### src/rtl/core/r2m_pkg.sv
// ----------------------------------------------------------------------------
// r2m_pkg: shared constants, types and helpers for the RGBA to mono packer
// Holds the compositing and luma constants, the queue defaults and the
// word type that carries one classified pixel between front and back.
// ----------------------------------------------------------------------------
package r2m_pkg;

  // Queue between classifier and packer
  localparam int QUEUE_DEPTH = 8;
  // Register stages in the classifier pipeline
  localparam int PIPE_STAGES = 3;

  localparam logic [15:0] ROW_WIDTH_RESET = 16'd1;

  // Compositing over white and luma weights
  localparam logic [7:0]  BG_WHITE       = 8'd255;
  localparam logic [7:0]  ROUND_BIAS     = 8'd127;
  localparam logic [7:0]  LUMA_R         = 8'd77;
  localparam logic [7:0]  LUMA_G         = 8'd150;
  localparam logic [7:0]  LUMA_B         = 8'd29;
  localparam logic [15:0] LUMA_THRESHOLD = 16'h8000;
  localparam logic [7:0]  FIRST_BIT_MASK = 8'h80;

  // One classified pixel
  typedef struct packed {
    logic valid;
    logic white;
  } bit_word_t;

  // Exact x / 255 for x below 65280 (composite sums stay at or under 65152)
  function automatic logic [7:0] div255(input logic [15:0] x);
    logic [16:0] t;
    t = {1'b0, x} + {9'd0, x[15:8]} + 17'd1;
    return t[15:8];
  endfunction

endpackage

### src/rtl/core/r2m_pix_if.sv
// ----------------------------------------------------------------------------
// r2m_pix_if: pixel channel
// One RGBA pixel per word, valid/ready handshake.
// ----------------------------------------------------------------------------
interface r2m_pix_if;
  logic       valid;
  logic       ready;
  logic [7:0] red;
  logic [7:0] green;
  logic [7:0] blue;
  logic [7:0] alpha;

  modport source (output valid, output red, output green, output blue,
                  output alpha, input ready);
  modport sink   (input valid, input red, input green, input blue,
                  input alpha, output ready);
endinterface

### src/rtl/core/r2m_byte_if.sv
// ----------------------------------------------------------------------------
// r2m_byte_if: packed byte channel
// Eight monochrome pixels per word plus an end-of-row mark.
// ----------------------------------------------------------------------------
interface r2m_byte_if;
  logic       valid;
  logic       ready;
  logic [7:0] packed_byte;
  logic       last_of_row;

  modport source (output valid, output packed_byte, output last_of_row,
                  input ready);
  modport sink   (input valid, input packed_byte, input last_of_row,
                  output ready);
endinterface

### src/rtl/core/r2m_front.sv
// ----------------------------------------------------------------------------
// r2m_front: pixel classifier
// Three-stage pipeline: composite over white, divide by 255, luma and
// threshold. Takes a pixel whenever the queue has room for everything
// already in flight.
// ----------------------------------------------------------------------------
module r2m_front #(
  parameter int DEPTH = r2m_pkg::QUEUE_DEPTH
) (
  input  logic                       clk,
  input  logic                       rst,
  r2m_pix_if.sink                    pixel,
  input  logic [$clog2(DEPTH+1)-1:0] level,
  output r2m_pkg::bit_word_t         push
);
  import r2m_pkg::*;

  localparam int LVL_W = $clog2(DEPTH + 1);
  localparam int INF_W = $clog2(PIPE_STAGES + 1);
  localparam int SUM_W = (LVL_W > INF_W ? LVL_W : INF_W) + 1;

  logic        v1, v2, v3;
  logic [15:0] sum_r, sum_g, sum_b;
  logic [7:0]  comp_r, comp_g, comp_b;
  logic        white;
  logic [15:0] bg;
  logic [15:0] luma;
  logic [INF_W-1:0] inflight;
  logic [SUM_W-1:0] committed;
  logic        take;

  // Room check: queued words plus words in the pipeline
  assign inflight    = INF_W'(v1) + INF_W'(v2) + INF_W'(v3);
  assign committed   = SUM_W'(level) + SUM_W'(inflight);
  assign pixel.ready = committed < SUM_W'(DEPTH);
  assign take        = pixel.valid && pixel.ready;

  // Background term shared by all three channels
  assign bg = 16'(BG_WHITE) * 16'(BG_WHITE - pixel.alpha) + 16'(ROUND_BIAS);

  assign luma = 16'(LUMA_R) * 16'(comp_r) + 16'(LUMA_G) * 16'(comp_g)
              + 16'(LUMA_B) * 16'(comp_b);

  // Valid bits
  always_ff @(posedge clk) begin
    if (rst) begin
      v1 <= 1'b0;
      v2 <= 1'b0;
      v3 <= 1'b0;
    end else begin
      v1 <= take;
      v2 <= v1;
      v3 <= v2;
    end
  end

  // Payload stages
  always_ff @(posedge clk) begin
    sum_r  <= 16'(pixel.red)   * 16'(pixel.alpha) + bg;
    sum_g  <= 16'(pixel.green) * 16'(pixel.alpha) + bg;
    sum_b  <= 16'(pixel.blue)  * 16'(pixel.alpha) + bg;
    comp_r <= div255(sum_r);
    comp_g <= div255(sum_g);
    comp_b <= div255(sum_b);
    white  <= luma >= LUMA_THRESHOLD;
  end

  assign push.valid = v3;
  assign push.white = white;

endmodule

### src/rtl/core/r2m_bit_fifo.sv
// ----------------------------------------------------------------------------
// r2m_bit_fifo: queue of classified pixels
// Small circular buffer between classifier and packer. The classifier
// never pushes into a full queue, it reserves room before taking a pixel.
// ----------------------------------------------------------------------------
module r2m_bit_fifo #(
  parameter int DEPTH = r2m_pkg::QUEUE_DEPTH
) (
  input  logic                       clk,
  input  logic                       rst,
  input  r2m_pkg::bit_word_t         push,
  input  logic                       pop,
  output r2m_pkg::bit_word_t         head,
  output logic [$clog2(DEPTH+1)-1:0] level
);
  import r2m_pkg::*;

  localparam int LVL_W = $clog2(DEPTH + 1);
  localparam int IDX_W = $clog2(DEPTH);

  logic [DEPTH-1:0] store;
  logic [IDX_W-1:0] wr_ptr, rd_ptr;

  // Pointers and fill level
  always_ff @(posedge clk) begin
    if (rst) begin
      wr_ptr <= '0;
      rd_ptr <= '0;
      level  <= '0;
    end else begin
      if (push.valid) begin
        wr_ptr <= (wr_ptr == IDX_W'(DEPTH - 1)) ? '0 : wr_ptr + 1'b1;
      end
      if (pop) begin
        rd_ptr <= (rd_ptr == IDX_W'(DEPTH - 1)) ? '0 : rd_ptr + 1'b1;
      end
      level <= level + LVL_W'(push.valid) - LVL_W'(pop);
    end
  end

  // Storage
  always_ff @(posedge clk) begin
    if (push.valid) begin
      store[wr_ptr] <= push.white;
    end
  end

  assign head.valid = level != '0;
  assign head.white = store[rd_ptr];

  a_level_bound: assert property (@(posedge clk) disable iff (rst)
    level <= LVL_W'(DEPTH))
    else $error("queue level beyond depth");

  a_no_overflow: assert property (@(posedge clk) disable iff (rst)
    push.valid |-> (level < LVL_W'(DEPTH) || pop))
    else $error("push into full queue");

  a_no_underflow: assert property (@(posedge clk) disable iff (rst)
    pop |-> level != '0)
    else $error("pop from empty queue");

endmodule

### src/rtl/core/r2m_back.sv
// ----------------------------------------------------------------------------
// r2m_back: bit-row packer
// Takes one classified pixel per cycle from the queue unless the output
// register is stalled, packs it MSB first into the partial byte and loads
// the output register at every eighth pixel or at row end.
// ----------------------------------------------------------------------------
module r2m_back (
  input  logic               clk,
  input  logic               rst,
  input  logic [15:0]        row_width,
  input  r2m_pkg::bit_word_t head,
  output logic               pop,
  r2m_byte_if.source         mono
);
  import r2m_pkg::*;

  logic [15:0] column_count, column_count_next;
  logic [7:0]  partial_byte, partial_byte_next;
  logic [7:0]  out_byte;
  logic        out_last;
  logic        out_valid;
  logic [2:0]  pos;
  logic [16:0] col_inc;
  logic [16:0] width;
  logic        row_end;
  logic        emit;
  logic [7:0]  merged;

  // Pop whenever the output register is free or being drained
  assign pop = head.valid && (!out_valid || mono.ready);

  assign pos     = column_count[2:0];
  assign col_inc = {1'b0, column_count} + 17'd1;
  assign width   = (row_width == 16'd0) ? 17'd1 : {1'b0, row_width};
  assign row_end = col_inc >= width;
  assign emit    = (pos == 3'd7) || row_end;
  assign merged  = head.white ? (partial_byte | (FIRST_BIT_MASK >> pos)) : partial_byte;

  // Next packing state
  always_comb begin
    column_count_next = column_count;
    partial_byte_next = partial_byte;
    if (pop) begin
      if (emit) begin
        partial_byte_next = 8'd0;
        column_count_next = row_end ? 16'd0 : col_inc[15:0];
      end else begin
        partial_byte_next = merged;
        column_count_next = col_inc[15:0];
      end
    end
  end

  always_ff @(posedge clk) begin
    if (rst) begin
      column_count <= 16'd0;
      partial_byte <= 8'd0;
    end else begin
      column_count <= column_count_next;
      partial_byte <= partial_byte_next;
    end
  end

  // Output register
  always_ff @(posedge clk) begin
    if (rst) begin
      out_valid <= 1'b0;
    end else if (pop && emit) begin
      out_valid <= 1'b1;
    end else if (mono.ready) begin
      out_valid <= 1'b0;
    end
  end

  always_ff @(posedge clk) begin
    if (pop && emit) begin
      out_byte <= merged;
      out_last <= row_end;
    end
  end

  assign mono.valid       = out_valid;
  assign mono.packed_byte = out_byte;
  assign mono.last_of_row = out_last;

  // Bits at and after the current column are still clear
  a_partial_clean: assert property (@(posedge clk) disable iff (rst)
    (partial_byte & (8'hFF >> pos)) == 8'd0)
    else $error("partial byte has bits past current column");

  a_no_pop_stalled: assert property (@(posedge clk) disable iff (rst)
    pop |-> !(out_valid && !mono.ready))
    else $error("pop while output stalled");

  a_row_restart: assert property (@(posedge clk) disable iff (rst)
    (pop && row_end) |=> (column_count == 16'd0 && out_valid && out_last))
    else $error("row end did not restart column count");

endmodule

### src/rtl/core/rgba_to_mono_bitrow_packer.sv
// ----------------------------------------------------------------------------
// rgba_to_mono_bitrow_packer: RGBA pixels to packed 1 bpp rows
// Composites each pixel over white, thresholds its luma and packs eight
// pixels per byte, MSB first, flushing a short byte at row end.
// ----------------------------------------------------------------------------
// Sustained rate is one pixel per clock unless the byte side stalls. A
// pixel passes the classifier pipeline (composite, divide by 255, luma and
// threshold), then a DEPTH-entry queue into the packer, which retires one
// pixel per cycle when not stalled and loads its byte into the output
// register. The pixel ready drops only when the queue plus the pipeline
// hold DEPTH words, i.e. when the byte side has been stalled. row_width
// (0 acts as 1) is written through cfg_we/cfg_data; write it only while
// the block is idle, which the block does not enforce. A write does not
// reset the column position. DEPTH must be at least 2, and at least 5 to
// keep one pixel per clock; below that the room check throttles input.
// ----------------------------------------------------------------------------
module rgba_to_mono_bitrow_packer #(
  parameter int DEPTH = r2m_pkg::QUEUE_DEPTH
) (
  input  logic        clk,
  input  logic        rst,
  input  logic        cfg_we,
  input  logic [15:0] cfg_data,
  r2m_pix_if.sink     pixel,
  r2m_byte_if.source  mono
);
  import r2m_pkg::*;

  localparam int LVL_W = $clog2(DEPTH + 1);

  logic [15:0]      row_width;
  bit_word_t        push;
  bit_word_t        head;
  logic             pop;
  logic [LVL_W-1:0] level;

  // Row width register
  always_ff @(posedge clk) begin
    if (rst) begin
      row_width <= ROW_WIDTH_RESET;
    end else if (cfg_we) begin
      row_width <= cfg_data;
    end
  end

  r2m_front #(.DEPTH(DEPTH)) u_front (
    .clk   (clk),
    .rst   (rst),
    .pixel (pixel),
    .level (level),
    .push  (push)
  );

  r2m_bit_fifo #(.DEPTH(DEPTH)) u_fifo (
    .clk   (clk),
    .rst   (rst),
    .push  (push),
    .pop   (pop),
    .head  (head),
    .level (level)
  );

  r2m_back u_back (
    .clk       (clk),
    .rst       (rst),
    .row_width (row_width),
    .head      (head),
    .pop       (pop),
    .mono      (mono)
  );

endmodule
### src/flat_wrapper.sv
// flat-port wrapper written by rule: the top's interface ports become plain ports
module rgba_to_mono_bitrow_packer_flat import r2m_pkg::*;
#(
  parameter int DEPTH = r2m_pkg::QUEUE_DEPTH
)
  (clk, rst, cfg_we, cfg_data, pixel_valid, pixel_red, pixel_green, pixel_blue, pixel_alpha, pixel_ready, mono_valid, mono_packed_byte, mono_last_of_row, mono_ready);
  r2m_pix_if pixel_i ();
  r2m_byte_if mono_i ();
  input  logic clk;
  input  logic rst;
  input  logic cfg_we;
  input  logic [15:0] cfg_data;
  input wire logic [$bits(pixel_i.valid)-1:0] pixel_valid;
  input wire logic [$bits(pixel_i.red)-1:0] pixel_red;
  input wire logic [$bits(pixel_i.green)-1:0] pixel_green;
  input wire logic [$bits(pixel_i.blue)-1:0] pixel_blue;
  input wire logic [$bits(pixel_i.alpha)-1:0] pixel_alpha;
  output wire logic [$bits(pixel_i.ready)-1:0] pixel_ready;
  output wire logic [$bits(mono_i.valid)-1:0] mono_valid;
  output wire logic [$bits(mono_i.packed_byte)-1:0] mono_packed_byte;
  output wire logic [$bits(mono_i.last_of_row)-1:0] mono_last_of_row;
  input wire logic [$bits(mono_i.ready)-1:0] mono_ready;
  assign pixel_i.valid = pixel_valid;
  assign pixel_i.red = pixel_red;
  assign pixel_i.green = pixel_green;
  assign pixel_i.blue = pixel_blue;
  assign pixel_i.alpha = pixel_alpha;
  assign pixel_ready = pixel_i.ready;
  assign mono_valid = mono_i.valid;
  assign mono_packed_byte = mono_i.packed_byte;
  assign mono_last_of_row = mono_i.last_of_row;
  assign mono_i.ready = mono_ready;
  rgba_to_mono_bitrow_packer #(.DEPTH(DEPTH)) u_core (.clk(clk), .rst(rst), .cfg_we(cfg_we), .cfg_data(cfg_data), .pixel(pixel_i), .mono(mono_i));
endmodule
### config.mk
export PLATFORM = sky130hd
export DESIGN_NAME = rgba_to_mono_bitrow_packer_flat
export DESIGN_NICKNAME = d
export VERILOG_FILES = /design/src/rtl/core/r2m_pkg.sv /design/src/rtl/core/r2m_pix_if.sv /design/src/rtl/core/r2m_byte_if.sv /design/src/rtl/core/r2m_front.sv /design/src/rtl/core/r2m_bit_fifo.sv /design/src/rtl/core/r2m_back.sv /design/src/rtl/core/rgba_to_mono_bitrow_packer.sv /design/src/flat_wrapper.sv
export SDC_FILE = /design/constraint.sdc
export NUM_CORES = 1
export LEC_CHECK = 0
export ABC_AREA = 0
export BUFFER_PORTS_ARGS = -buffer_cell sky130_fd_sc_hd__buf_2
export CORE_ASPECT_RATIO = 0.8
export CORE_UTILIZATION = 60
export CTS_BUF_LIST = sky130_fd_sc_hd__clkbuf_4 sky130_fd_sc_hd__clkbuf_8
export DETAILED_ROUTE_END_ITERATION = 8
export MAX_ROUTING_LAYER = met4
export PLACE_DENSITY_LB_ADDON = 0.25
export SETUP_SLACK_MARGIN = 0.2
export SYNTH_ARGS = -nofsm -noshare
export SYNTH_HDL_FRONTEND = slang
export SYNTH_SLANG_ARGS = --single-unit
### constraint.sdc
create_clock -name clk -period 7.9 [get_ports clk]
set_clock_uncertainty 0.05 [all_clocks]
set_input_delay 0 -clock clk [delete_from_list [all_inputs] [get_ports clk]]
set_output_delay 0 -clock clk [all_outputs]
set_load 0.005 [all_outputs]
Yosys cells after proc, flatten, opt, wreduce, memory -nomap -nowiden

Cells that the tools add are included.

Register bits: 144
Input bits: 53
Output and inout bits: 11
Word-level logic and storage cells: 83

$add $sub $neg: 21
$mul: 7
$lt $le $gt $ge: 6
Equality and inequality tests: 3
Shift-type cells: 1
Mux-type cells: 14
Bitwise logic cells: 1
Reduce and logical (&&, ||, !) cells: 10

Operators by type and width:

| kind                  | count |
|---|---|
| $add 16x1->16 const B | 3 |
| $add 16x16->16        | 3 |
| $add 16x8->16         | 3 |
| $mul 8x8->16          | 3 |
| $mux 16               | 3 |
| $mul 7x8->15 const A  | 2 |
| $add 16x1->17 const B | 1 |
| $ge 17x16->1          | 1 |
| $add 15x16->16        | 1 |
| $add 16x13->16        | 1 |
| $add 16x7->16 const B | 1 |
| $ge 16x16->1 const B  | 1 |
| $logic_not 16->1      | 1 |
| $mul 9x9->16 const A  | 1 |
| $mux 8                | 2 |
| $mul 5x8->13 const A  | 1 |
| $eq 3x3->1 const B    | 3 |
| $sub 8x8->9 const A   | 1 |
| $bwmux 8              | 1 |
| $lt 3x4->1 const B    | 2 |
| $or 8x8->8            | 1 |
| $shr 8x3->8 const A   | 1 |
| $add 3x1->3 const B   | 2 |
| $mux 3                | 2 |
| 15 further kinds      | 22 |

Longest topological paths before layout

Gate-level depths: netlist of the first run.

Depth after elaboration: 6
Gate-level depth with buffers: 31
Mapped depth without buffers: 29

Cells and area by module

From an unflattened synthesis of the first run, not the netlist that was laid out.

Cell total of the unflattened synthesis: 1,879
Area, all modules: 17,823.3 sq um

Modules (own cells, without submodules):

| module                     | times used | cells an instance | area an instance (sq um) | sequential area each (sq um) |
|---|---|---|---|---|
| r2m_front                  | 1          | 1,498             | 14,222.4                 | 1,521.5 |
| r2m_back                   | 1          | 252               | 2,138.3                  | 770.7 |
| r2m_bit_fifo               | 1          | 77                | 880.8                    | 440.4 |
| rgba_to_mono_bitrow_packer | 1          | 52                | 581.8                    | 320.3 |

Worst setup path after synthesis of the first run

OpenSTA, ideal clock, no wires.

Path type: input-to-reg
From: in pixel_alpha[1]
To: reg u_core.u_front.sum_r[15]
Setup time: 0.130 ns
Arrival time: 7.570 ns
Data required time: 7.720 ns
Setup slack: 0.151 ns
Stages on the path: 26
Buffers on the path: 2
Path through: clkbuf_1 -> clkbuf_1 -> inv_1 -> fa_1 -> ha_1 -> xor2_1 -> fa_1 -> fa_1 -> fa_1 -> ha_1 -> a21bo_2 -> nand2b_1 -> xnor2_1 -> fa_1 -> inv_1 -> fa_1 -> fa_1 -> inv_1 -> fa_1 -> inv_1 -> ha_1 -> a21boi_2 -> o41a_1 -> a41o_1 -> o41ai_4 -> xnor3_1

Longest elaborated chain between the ends: 4
Elaborated cells on any way between the ends: 5
Those cells by class: add/sub (3); mul (2)

Ends and longest elaborated chain:

| element              | RTL line           | RTL |
|---|---|---|
| from (decl)          | flat_wrapper.sv:17 | `input wire logic [$bits(pixel_i.alpha)-1:0] pixel_alpha;` |
| $sub 8x8->9          | r2m_front.sv:39    | `assign bg = 16'(BG_WHITE) * 16'(BG_WHITE - pixel.alpha) + 16'(ROUND_BIAS);` |
| $mul 9x9->16         | r2m_front.sv:39    |  |
| $add 16x7->16        | r2m_front.sv:39    |  |
| $add 16x16->16 (*)   | r2m_front.sv:59    | `sum_r <= 16'(pixel.red) * 16'(pixel.alpha) + bg;` |
| to (signal assigned) | r2m_front.sv:59    |  |
| to (decl)            | r2m_front.sv:23    | `logic [15:0] sum_r, sum_g, sum_b;` |

Every way passes the cells marked *; elsewhere a longest branch is shown, timed or not.
A chain may end at the register's enable or synchronous reset.

Worst setup path in the final report of the first run

From: in pixel_alpha[2]
To: reg u_core.u_front.sum_g[15]

Longest elaborated chain between the ends: 4
Elaborated cells on any way between the ends: 5
Those cells by class: add/sub (3); mul (2)

Ends and longest elaborated chain:

| element              | RTL line        | RTL |
|---|---|---|
| $sub 8x8->9          | r2m_front.sv:39 |  |
| $mul 9x9->16         | r2m_front.sv:39 |  |
| $add 16x7->16        | r2m_front.sv:39 |  |
| $add 16x16->16 (*)   | r2m_front.sv:60 | `sum_g <= 16'(pixel.green) * 16'(pixel.alpha) + bg;` |
| to (signal assigned) | r2m_front.sv:60 |  |
| to (decl)            | r2m_front.sv:23 |  |

Marks and branches as above.

==> results.toml, run 1 <==
[outcome]
status = "finished, final reports clean"

[setup_path]
reg2reg_to = "u_core.u_front.white$_DFF_P_"
critical_path_class = "input pin to register"
critPathLaunchType = "input pin"
end_kind = "register"
startpoint = "pixel_alpha[2]"
rrSetupSlack_ns = 1.89
reg2reg_depth = 18
critPathRequiredTime_ns = 8.19
cp_max_fo = 6
cp_data_arrival_time_ns = 7.69
r2r_start = "u_core.u_front.comp_g[6]$_DFF_P_"

[cells_and_area]
fillers = 2350
drive_above_1_share_pct = 6.97
layout_common_cells = "382 x inv_1, 283 x ha_1, 233 x fa_1"
syn_to_final_growth_pct = 8.32
final_common_cell = "inv_1"
finalNetCount = 2551

[cts]
cts_tree = "done"
cts_root_buf = "clkbuf_8"
path_clk_slew_ns = 0.11
cts_resized = 0
clkSinkCount = 144
h-tree-depth = 4
cts_buffers = 17
worstSkewPairLatency_ns = 0.47
ctsLongestPathBuffers = 2

[sta]
period_minus_slack_ns = 7.39
fin_setup_tns_ns = 0
fmax_mhz = 135
slew_headroom_pct = 22.7
slew_viol_final = 0
fin_crit_sh_pct = 93.6
worstMarginPinSlew_ns = 1.16
rsz0062_at_grt = "no"
finalSetupViolations = 0
hold_viol = 0

[route]
drtIter0Drc = 615
vias = 12800
routed_wl_um = 38000
route.detailed.drc = 0
drtPass1Iterations = 5
drt-vias-per-instance = 5.40
antenna_left = 0
wire_per_inst_um = 16.0

[min_path]
hold_end = "u_core.row_width[4]$_SDFFE_PP0P_"
min-delay-start = "cfg_we"
min_path_cells = 3
hp-class = "input pin to register"

[die]
rows = 56
start_util_pct = 61.2
die_h_um = 157
pin_count = 64
core_um2 = 29400
die_area_um2 = 30700
die_w_um = 196

[placed_design]
io_buffers = 63
gp_congestion = 0.912
place_hpwl_um = 31000

[grt]
track_usage_pct = 26.9
grt.overflow.total = 0
grt_pass1_vias = 13200
grt_pass1_wl_um = 64000
antenna_found_initial = 1
grt_max_degree = 40

[synth]
synth_edf_count = 17
synth_top_cell_by_area = "fa_1"
yosysSeqAreaShare_pct = 17.0
yosys_warnings = 0
netlist_instances = 1888
synth_area_um2 = 18000
synth.distinct_cells = 68
avgSynthCellArea_um2 = 9.52
ys_ff_latch = 144
ys_async_sr_fraction_pct = 0
synth_ff_type = "dfxtp_1"
ys_top_cells_by_area = "fa_1 26%, ha_1 20%, dfxtp_1 14%"
synth.net_count = 2457
synth_top_area_share_pct = 25.9

[job]
maxCapViolCount = 0
-- sequential cells by signal (all words and copies together), names as in the netlist --
register                        flops
u_core.u_back.mono.last_of_row      1
u_core.u_front.comp_r               8
u_core.u_back.mono.packed_byte      8
u_core.u_front.white                1
u_core.u_back.column_count         16
u_core.u_back.partial_byte          8
u_core.u_front.comp_b               8
u_core.u_front.comp_g               8
u_core.u_front.v1                   1
u_core.u_front.sum_r               16
u_core.u_front.sum_g               16
u_core.u_front.v2                   1
u_core.u_fifo.store                 8
u_core.u_back.mono.valid            1
u_core.u_fifo.level                 4
u_core.u_fifo.wr_ptr                3
u_core.u_fifo.rd_ptr                3
u_core.u_front.sum_b               16
u_core.u_front.v3                   1
u_core.row_width                   16
-- critical path, cell delays in order --
cell and delay, ns:
buf_2 0.10, inv_1 0.13, fa_1 0.49, ha_1 0.35
xor2_1 0.17, fa_1 0.56, fa_1 0.43, fa_1 0.46
ha_1 0.35, o21a_1 0.13, a21o_1 0.12, a21oi_1 0.11
xnor2_1 0.66, xor2_1 0.18, fa_1 0.53, fa_1 0.51
fa_1 0.49, inv_1 0.04, ha_1 0.31, nor2_1 0.18
inv_1 0.08, a21oi_1 0.18, a21oi_1 0.09, a221oi_1 0.47
o21ai_0 0.18, xnor3_1 0.38
-- kinds of logic (layout without fill, tap and decap cells) --
| group | after synthesis | count (layout) | synth area share (%) |
|---|---|---|---|
| other | 0 | 2 | 0 |
| buffers and inverters | 415 | 522 | 8.73 |
| muxes | 19 | 19 | 1.20 |
| AOI/OAI and AO/OA | 185 | 185 | 7.81 |
| DFF | 144 | 144 | 17.0 |
| and+or+nand+nor | 500 | 500 | 14.1 |
| adders and majority gates | 516 | 516 | 45.6 |
| xor gates and xnor gates | 109 | 109 | 5.54 |
-- through the flow --
| stage | worst slack, ns | utilization, % | instances | cell area (µm²) | hold slack, ns |
|---|---|---|---|---|---|
| after global routing | 0.262 | 66.3 | 2373 | 19500 | 0.0270 |
| after floorplan | 0.253 | - | 1888 | 18000 | 0.0167 |
| after detailed placement | 0.181 | 63.8 | 2309 | 18700 | 0.165 |
| after CTS | 0.595 | 66.3 | 2372 | 19500 | 0.000503 |
| after global placement | 0.413 | 63.8 | 2309 | 18700 | 0.158 |
| final | 0.506 | 66.3 | 2374 | 19500 | 0.0215 |
-- area by class of cell --
cell class / instances / area (µm²) / area share (%)
Tap cell: 377 / 472 / 2.42
Timing Repair Buffer: 108 / 731 / 3.75
Clock buffer: 17 / 234 / 1.20
Clock inverter: 15 / 189 / 0.970
Multi-Input combinational cell: 1329 / 13400 / 68.6
Inverter: 382 / 1430 / 7.36
Antenna cell: 2 / 5.00 / 0.0257
Sequential cell: 144 / 3050 / 15.7
-- Yosys cell counts (4+ instances only) --
master	count
xor2_1	28
nand2b_1	14
a21oi_1	47
clkbuf_1	28
o21a_1	21
o32ai_2	4
a211oi_1	4
nand2_1	145
and4_1	4
ha_1	283
nor3b_1	4
nor4_1	7
inv_1	382
nor2b_1	22
and2_1	123
nand3_1	31
or3_1	5
xnor2_1	78
a41o_1	4
nand4_1	9
mux2i_1	17
nor3_1	27
fa_1	233
o41ai_1	4
o211ai_1	4
and3_1	10
o31ai_1	15
o41ai_2	5
a21o_1	19
dfxtp_1	127
o21ai_0	17
a31oi_1	9
nor2_1	85
edfxtp_1	17
-- what timing repair did --
item,CTS,global route
hold endpoints to repair,23,0
endpoints found under the setup margin,0,0
hold buffers,31,0
setup buffers,0,0
-- layer usage --
layer  share of wire (%)  routed length [µm]  track usage (%)
met5                   0                   0                -
met4                 1.6                 609             5.81
met3                 4.2                1600             3.77
met2                  47               18000             44.3
met1                  47               17800             35.6
-- worst max-delay path by stage --
stage / endpoint / slack (ns) / cells after the start
finish: u_core.u_front.sum_g[15]$_DFF_P_ / 0.51 / 26
floorplan: u_core.u_front.sum_r[15]$_DFF_P_ / 0.25 / 26
detailed placement: u_core.u_front.sum_g[15]$_DFF_P_ / 0.18 / 26
global placement: u_core.u_front.sum_r[15]$_DFF_P_ / 0.41 / 24
global route: u_core.u_front.sum_g[15]$_DFF_P_ / 0.26 / 26
CTS: u_core.u_front.sum_g[15]$_DFF_P_ / 0.60 / 26
Power of run 1 is not shown: default switching activity piles up to over one toggle a cycle in this logic, so the estimate is an artifact.
==> inputs of run 2 (changes only) <==
--- a/config.mk
+++ b/config.mk
@@ -6,7 +6,7 @@
 export NUM_CORES = 1
 export LEC_CHECK = 0
 export ABC_AREA = 0
-export BUFFER_PORTS_ARGS = -buffer_cell sky130_fd_sc_hd__buf_2
+export BUFFER_PORTS_ARGS = -buffer_cell sky130_fd_sc_hd__buf_4
 export CORE_ASPECT_RATIO = 0.8
 export CORE_UTILIZATION = 60
 export CTS_BUF_LIST = sky130_fd_sc_hd__clkbuf_4 sky130_fd_sc_hd__clkbuf_8
==> run 2 against run 1 <==
Against the previous run:
- cell area increased by 1.6%
- highest routed layer unchanged
- via count increased by 1.4%
- setup slack improved by 0.26 ns
- largest cell class unchanged
==> results.toml, run 2 (synthesized netlist as in run 1, its figures left out) <==
[cells_and_area]
syn_to_final_growth_pct = 10.1
num_antenna_cells = 0
fillers = 2314
drive_above_1_share_pct = 6.85
finalNetCount = 2571
instances_no_fill = 2392
layout_common_cells = "382 x inv_1, 283 x ha_1, 233 x fa_1"
utilization_pct = 67.4
final_common_cell = "inv_1"

[setup_path]
crit_end = "u_core.u_front.sum_r[15]$_DFF_P_"
crit_top_cell = "fa_1"
startpoint = "pixel_alpha[1]"
rrSetupSlack_ns = 1.73
r2r_start = "u_core.u_front.comp_g[6]$_DFF_P_"
end_kind = "register"
critPathRequiredTime_ns = 8.18
critical_path.slowest_cell = "fa_1"
cp_data_arrival_time_ns = 7.41
cp_max_fo = 5
critPathLaunchType = "input pin"
cpPeakStageDelay_ns = 0.56
critical_path_class = "input pin to register"
reg2reg_to = "u_core.u_front.white$_DFF_P_"
reg2reg_depth = 18

[cts]
worstSkewPairLatency_ns = 0.46
cts_tree = "done"
path_clk_slew_ns = 0.07
ctsLongestPathBuffers = 2
cts_buffers = 17
cts_root_buf = "clkbuf_8"
clkSinkCount = 144
h-tree-depth = 4

[placed_design]
place_hpwl_um = 31400
gp_congestion = 0.909
dp.cells = 2307
io_buffers = 63
pre_cts_ws_ns = 0.166

[outcome]
status = "finished, final reports clean"

[grt]
track_usage_pct = 28.2
grt.overflow.total = 0
grt.busiest_layer = "met2"
use_met3_pct = 3.69
grt_max_degree = 40
grt_pass1_wl_um = 66100
met2_usage_pct = 45.9
globalRouteMet1Util_pct = 37.1
antenna_found_initial = 0
grt_pass1_vias = 13500

[die]
core_um2 = 29400
die_h_um = 157
die_w_um = 196
pin_count = 64
start_util_pct = 61.2
die_area_um2 = 30700
rows = 56

[route]
routed_wl_um = 39100
wire_per_inst_um = 16.4
route.detailed.drc = 0
vias = 13000
drtIter0Drc = 765
drtPass1Iterations = 5
antenna_left = 0
drt-vias-per-instance = 5.44

[job]
maxCapViolCount = 0

[sta]
worst_slack_ns = 0.767
slew_viol_final = 0
fin_setup_tns_ns = 0
slew_headroom_pct = 17.0
fmax_mhz = 140
fin_crit_sh_pct = 90.3
hold_viol = 0
worstMarginPinSlew_ns = 1.24
finalSetupViolations = 0
period_minus_slack_ns = 7.13
rsz0062_at_grt = "no"

[min_path]
hp-class = "input pin to register"
run 2: cell types whose count changed in the layout (fill, tap and decap cells not counted), moves of 2 or more:
| cell | before | now |
|---|---|---|
| buf_2 | 63 | 0 |
| buf_4 | 14 | 75 |
| dlygate4sd3_1 | 31 | 53 |
| clkinv_8 | 5 | 0 |
| inv_8 | 5 | 0 |
| inv_6 | 0 | 4 |
| clkbuf_4 | 0 | 3 |
| clkinv_2 | 0 | 2 |
| clkinv_4 | 4 | 2 |
| clkinvlp_4 | 0 | 2 |
| diode_2 | 2 | 0 |
run 2: stage by stage:
step | hold slack [ns] | area, µm²
global route | 0.145 | 19800
floorplan | 0.0167 | 18000
finish | 0.159 | 19800
global placement | 0.157 | 18900
CTS | 0.127 | 19800
detailed placement | 0.164 | 18900
run 2: final cells by class:
type                    count  area, µm²  area share [%]
multi-input cells        1329      13400            67.5
clock inverters            11        108           0.544
clock buffers              21        270            1.37
flip-flops and latches    144       3050            15.4
inverters                 382       1430            7.24
well taps                 377        472            2.38
repair buffers            128       1090            5.53
run 2: worst min path at each step:
stage	startpoint	to	slack [ns]	cells past startpoint
final	pixel_alpha[0]	u_core.u_front.sum_b[1]$_DFF_P_	0.16	3
after global routing	pixel_alpha[0]	u_core.u_front.sum_b[1]$_DFF_P_	0.15	3
after CTS	pixel_alpha[0]	u_core.u_front.sum_b[1]$_DFF_P_	0.13	3
after detailed placement	cfg_data[0]	u_core.row_width[0]$_SDFFE_PP1P_	0.16	2
after global placement	cfg_data[0]	u_core.row_width[0]$_SDFFE_PP1P_	0.16	2
after floorplan	pixel_blue[0]	u_core.u_front.sum_b[0]$_DFF_P_	0.02	1
run 2: what timing repair did:
item	4_1_cts	5_1_grt
endpoints found under the hold margin	36	0
setup buffers	0	0
endpoints found under the setup margin	0	1
hold buffers	53	0
resized for setup	0	1
run 2: layer usage:
layer  wire length [µm]  share of wire [%]  vias up
met1              18000                 46     6392
met3               1650                4.2       54
met5                  0                  0        -
li1                   -                  -     6256
met2              18600                 48      299
met4                833                2.1        0
run 2: worst max-delay path: cells and delay by family:
family / cells / cell delay, ns
AND/OR/NAND/NOR: 1 / 0.09
buffers and inverters: 7 / 0.41
adder cells (fa/ha/maj): 11 / 4.74
AO/OA/AOI/OAI: 6 / 1.64
XOR/XNOR: 2 / 0.52
Power of run 2 is left out for the same reason.
==> inputs of run 3 (changes only) <==
--- a/config.mk
+++ b/config.mk
@@ -5,7 +5,7 @@
 export SDC_FILE = /design/constraint.sdc
 export NUM_CORES = 1
 export LEC_CHECK = 0
-export ABC_AREA = 0
+export ABC_AREA = 1
 export BUFFER_PORTS_ARGS = -buffer_cell sky130_fd_sc_hd__buf_4
 export CORE_ASPECT_RATIO = 0.8
 export CORE_UTILIZATION = 60
==> run 3 against run 2 <==
Against the previous run:
- core utilization fell by 0.60 points
- setup slack better by 0.16 ns
- flip-flop and latch count unchanged
- sequential share of layout area is essentially flat
- area after synthesis rose by 2.3%
- worst hold slack got worse by 0.021 ns
- synthesized cell count rose by 18%
- via count is 8.4% higher
- global-route usage is 1.1 points lower
- cell area is 0.29% higher
- wire length hardly changed
- cell count rose by 13%
- critical endpoint is now u_core.u_front.sum_g[12]$_DFF_P_
==> results.toml, run 3 <==
[cells_and_area]
seqCellArea_um2 = 3050
finalNetCount = 2857
fillers = 2527
layout_common_cells = "578 x inv_1, 406 x nand2_1, 283 x ha_1"
drive_above_1_share_pct = 5.52
final_common_cell = "inv_1"
multi_input_area_um2 = 12900
syn_to_final_growth_pct = 7.98

[cts]
worstSkewPairLatency_ns = 0.46
h-tree-depth = 4
cts_root_buf = "clkbuf_8"
path_clk_slew_ns = 0.10
clkSinkCount = 144
cts_buffers = 17
ctsHoldBuffers = 25
ctsLongestPathBuffers = 2
cts_tree = "done"
post_cts_buffers = 0
cts_resized = 0

[sta]
fmax_mhz = 143
slew_viol_final = 0
worstMarginPinSlew_ns = 0.917
fin_setup_tns_ns = 0
fin_crit_sh_pct = 88.3
hold_viol = 0
rsz0062_at_grt = "no"
fin_hold_ws_ns = 0.138
finalSetupViolations = 0
period_minus_slack_ns = 6.97
slew_headroom_pct = 38.8

[route]
drtIter0Drc = 876
antenna_left = 0
drt-vias-per-instance = 5.20
vias = 14100
drtPass1Iterations = 8
route.detailed.drc = 0
routed_wl_um = 39200
wire_per_inst_um = 14.5

[grt]
antenna_found_initial = 2
grt_pass1_wl_um = 66000
track_usage_pct = 27.1
grt_max_degree = 32
grt_pass1_vias = 13900
grt.overflow.total = 0

[synth]
synth.net_count = 2804
synth_top_cells_by_count = "578 x inv_1, 406 x nand2_1, 283 x ha_1"
synth_area_um2 = 18400
synth_top_cell_by_area = "fa_1"
synth_edf_count = 17
synth_ff_type = "dfxtp_1"
ys_top_cells_by_area = "fa_1 25%, ha_1 19%, dfxtp_1 14%"
yosys_warnings = 0
ys_async_sr_fraction_pct = 0
ys_ff_latch = 144
yosysSeqAreaShare_pct = 16.6
synth_top_area_share_pct = 25.4
synth.distinct_cells = 43
yosysMostFrequentCell = "inv_1"
avgSynthCellArea_um2 = 8.22
netlist_instances = 2235

[setup_path]
end_kind = "register"
critical_path_class = "input pin to register"
critPathLaunchType = "input pin"
cp_data_arrival_time_ns = 7.27
cp_max_fo = 5
critPathRequiredTime_ns = 8.19

[die]
core_um2 = 29700
rows = 56
die_w_um = 198
die_h_um = 159
pin_count = 64
die_area_um2 = 31300
start_util_pct = 61.9

[placed_design]
place_hpwl_um = 32100
io_buffers = 63
gp_congestion = 0.912

[job]
maxCapViolCount = 0

[min_path]
hp-class = "input pin to register"

[outcome]
status = "finished, final reports clean"
[run 3: cell count changes in the layout (fill, tap and decap cells not counted), sizes merged, moves of 17 or more]
cell / change
nand2: +264
inv: +202
and2: -123
a21oi: +66
xnor2: -34
o21ai: +31
dlygate4sd3: -28
nand4: +27
nor2b: -23
xor2: +21
nor3: -18
mux2i: -17
o21a: -17
[run 3: critical path, stage by stage]
cell,delay [ns]
buf_4,0.11
inv_1,0.13
fa_1,0.50
ha_1,0.35
xor2_1,0.17
fa_1,0.56
fa_1,0.42
fa_1,0.44
ha_1,0.34
a21oi_1,0.25
o21ai_4,0.13
xnor2_1,0.35
fa_1,0.49
fa_1,0.52
inv_1,0.06
fa_1,0.53
inv_1,0.05
fa_1,0.47
inv_1,0.04
ha_1,0.38
nand2_1,0.11
inv_1,0.08
a21oi_1,0.08
o21ai_0,0.31
nand2_1,0.09
nand2_1,0.08
a21oi_1,0.07
xnor2_1,0.14
[run 3: metal layers]
| layer | vias up | global-route usage [%] | part of all wire (%) |
|---|---|---|---|
| met5 | - | - | 0 |
| met4 | 0 | 5.28 | 1.3 |
| met3 | 44 | 2.63 | 4.6 |
| met2 | 337 | 44.4 | 47 |
| met1 | 6792 | 36.8 | 47 |
| li1 | 6925 | - | - |
[run 3: cell families (layout without fill, tap and decap cells)]
family | after synthesis | in the layout | share of synthesized area [%]
xor gates and xnor gates | 94 | 94 | 4.55
adders and majority gates | 516 | 516 | 44.6
DFF | 144 | 144 | 16.6
AOI/OAI and AO/OA | 230 | 230 | 7.23
other | 0 | 2 | 0
and+or+nand+nor | 607 | 607 | 13.7
buffers and inverters | 644 | 710 | 13.3
[run 3: final timing paths]
path / from / cells after the start / endpoint / slack, ns
max reg2reg: u_core.u_front.comp_g[5]$_DFF_P_ / 21 / u_core.u_front.white$_DFF_P_ / 1.82
min reg2reg: u_core.u_front.v2$_SDFF_PP0_ / 2 / u_core.u_front.v3$_SDFF_PP0_ / 0.39
max: pixel_alpha[2] / 28 / u_core.u_front.sum_g[12]$_DFF_P_ / 0.93
min: cfg_we / 4 / u_core.row_width[0]$_SDFFE_PP1P_ / 0.14
[run 3: final cells by class]
type,instances,area share (%)
clock inverters,15,0.914
repair buffers,97,3.98
inverters,581,11.0
clock buffers,17,1.18
well taps,406,2.56
flip-flops and latches,144,15.4
diodes,2,0.0252
multi-input cells,1447,65.0
[run 3: per-stage QoR]
step | instance area, µm² | instances | worst slack [ns] | util [%]
3_5_place_dp | 19200 | 2650 | 0.562 | 64.6
2_1_floorplan | 18400 | 2235 | 0.481 | -
4_1_cts | 19800 | 2707 | 1.02 | 66.8
6_report | 19900 | 2709 | 0.927 | 66.8
5_1_grt | 19900 | 2709 | 0.591 | 66.8
3_3_place_gp | 19200 | 2650 | 0.666 | 64.6
Power of run 3 is left out for the same reason.
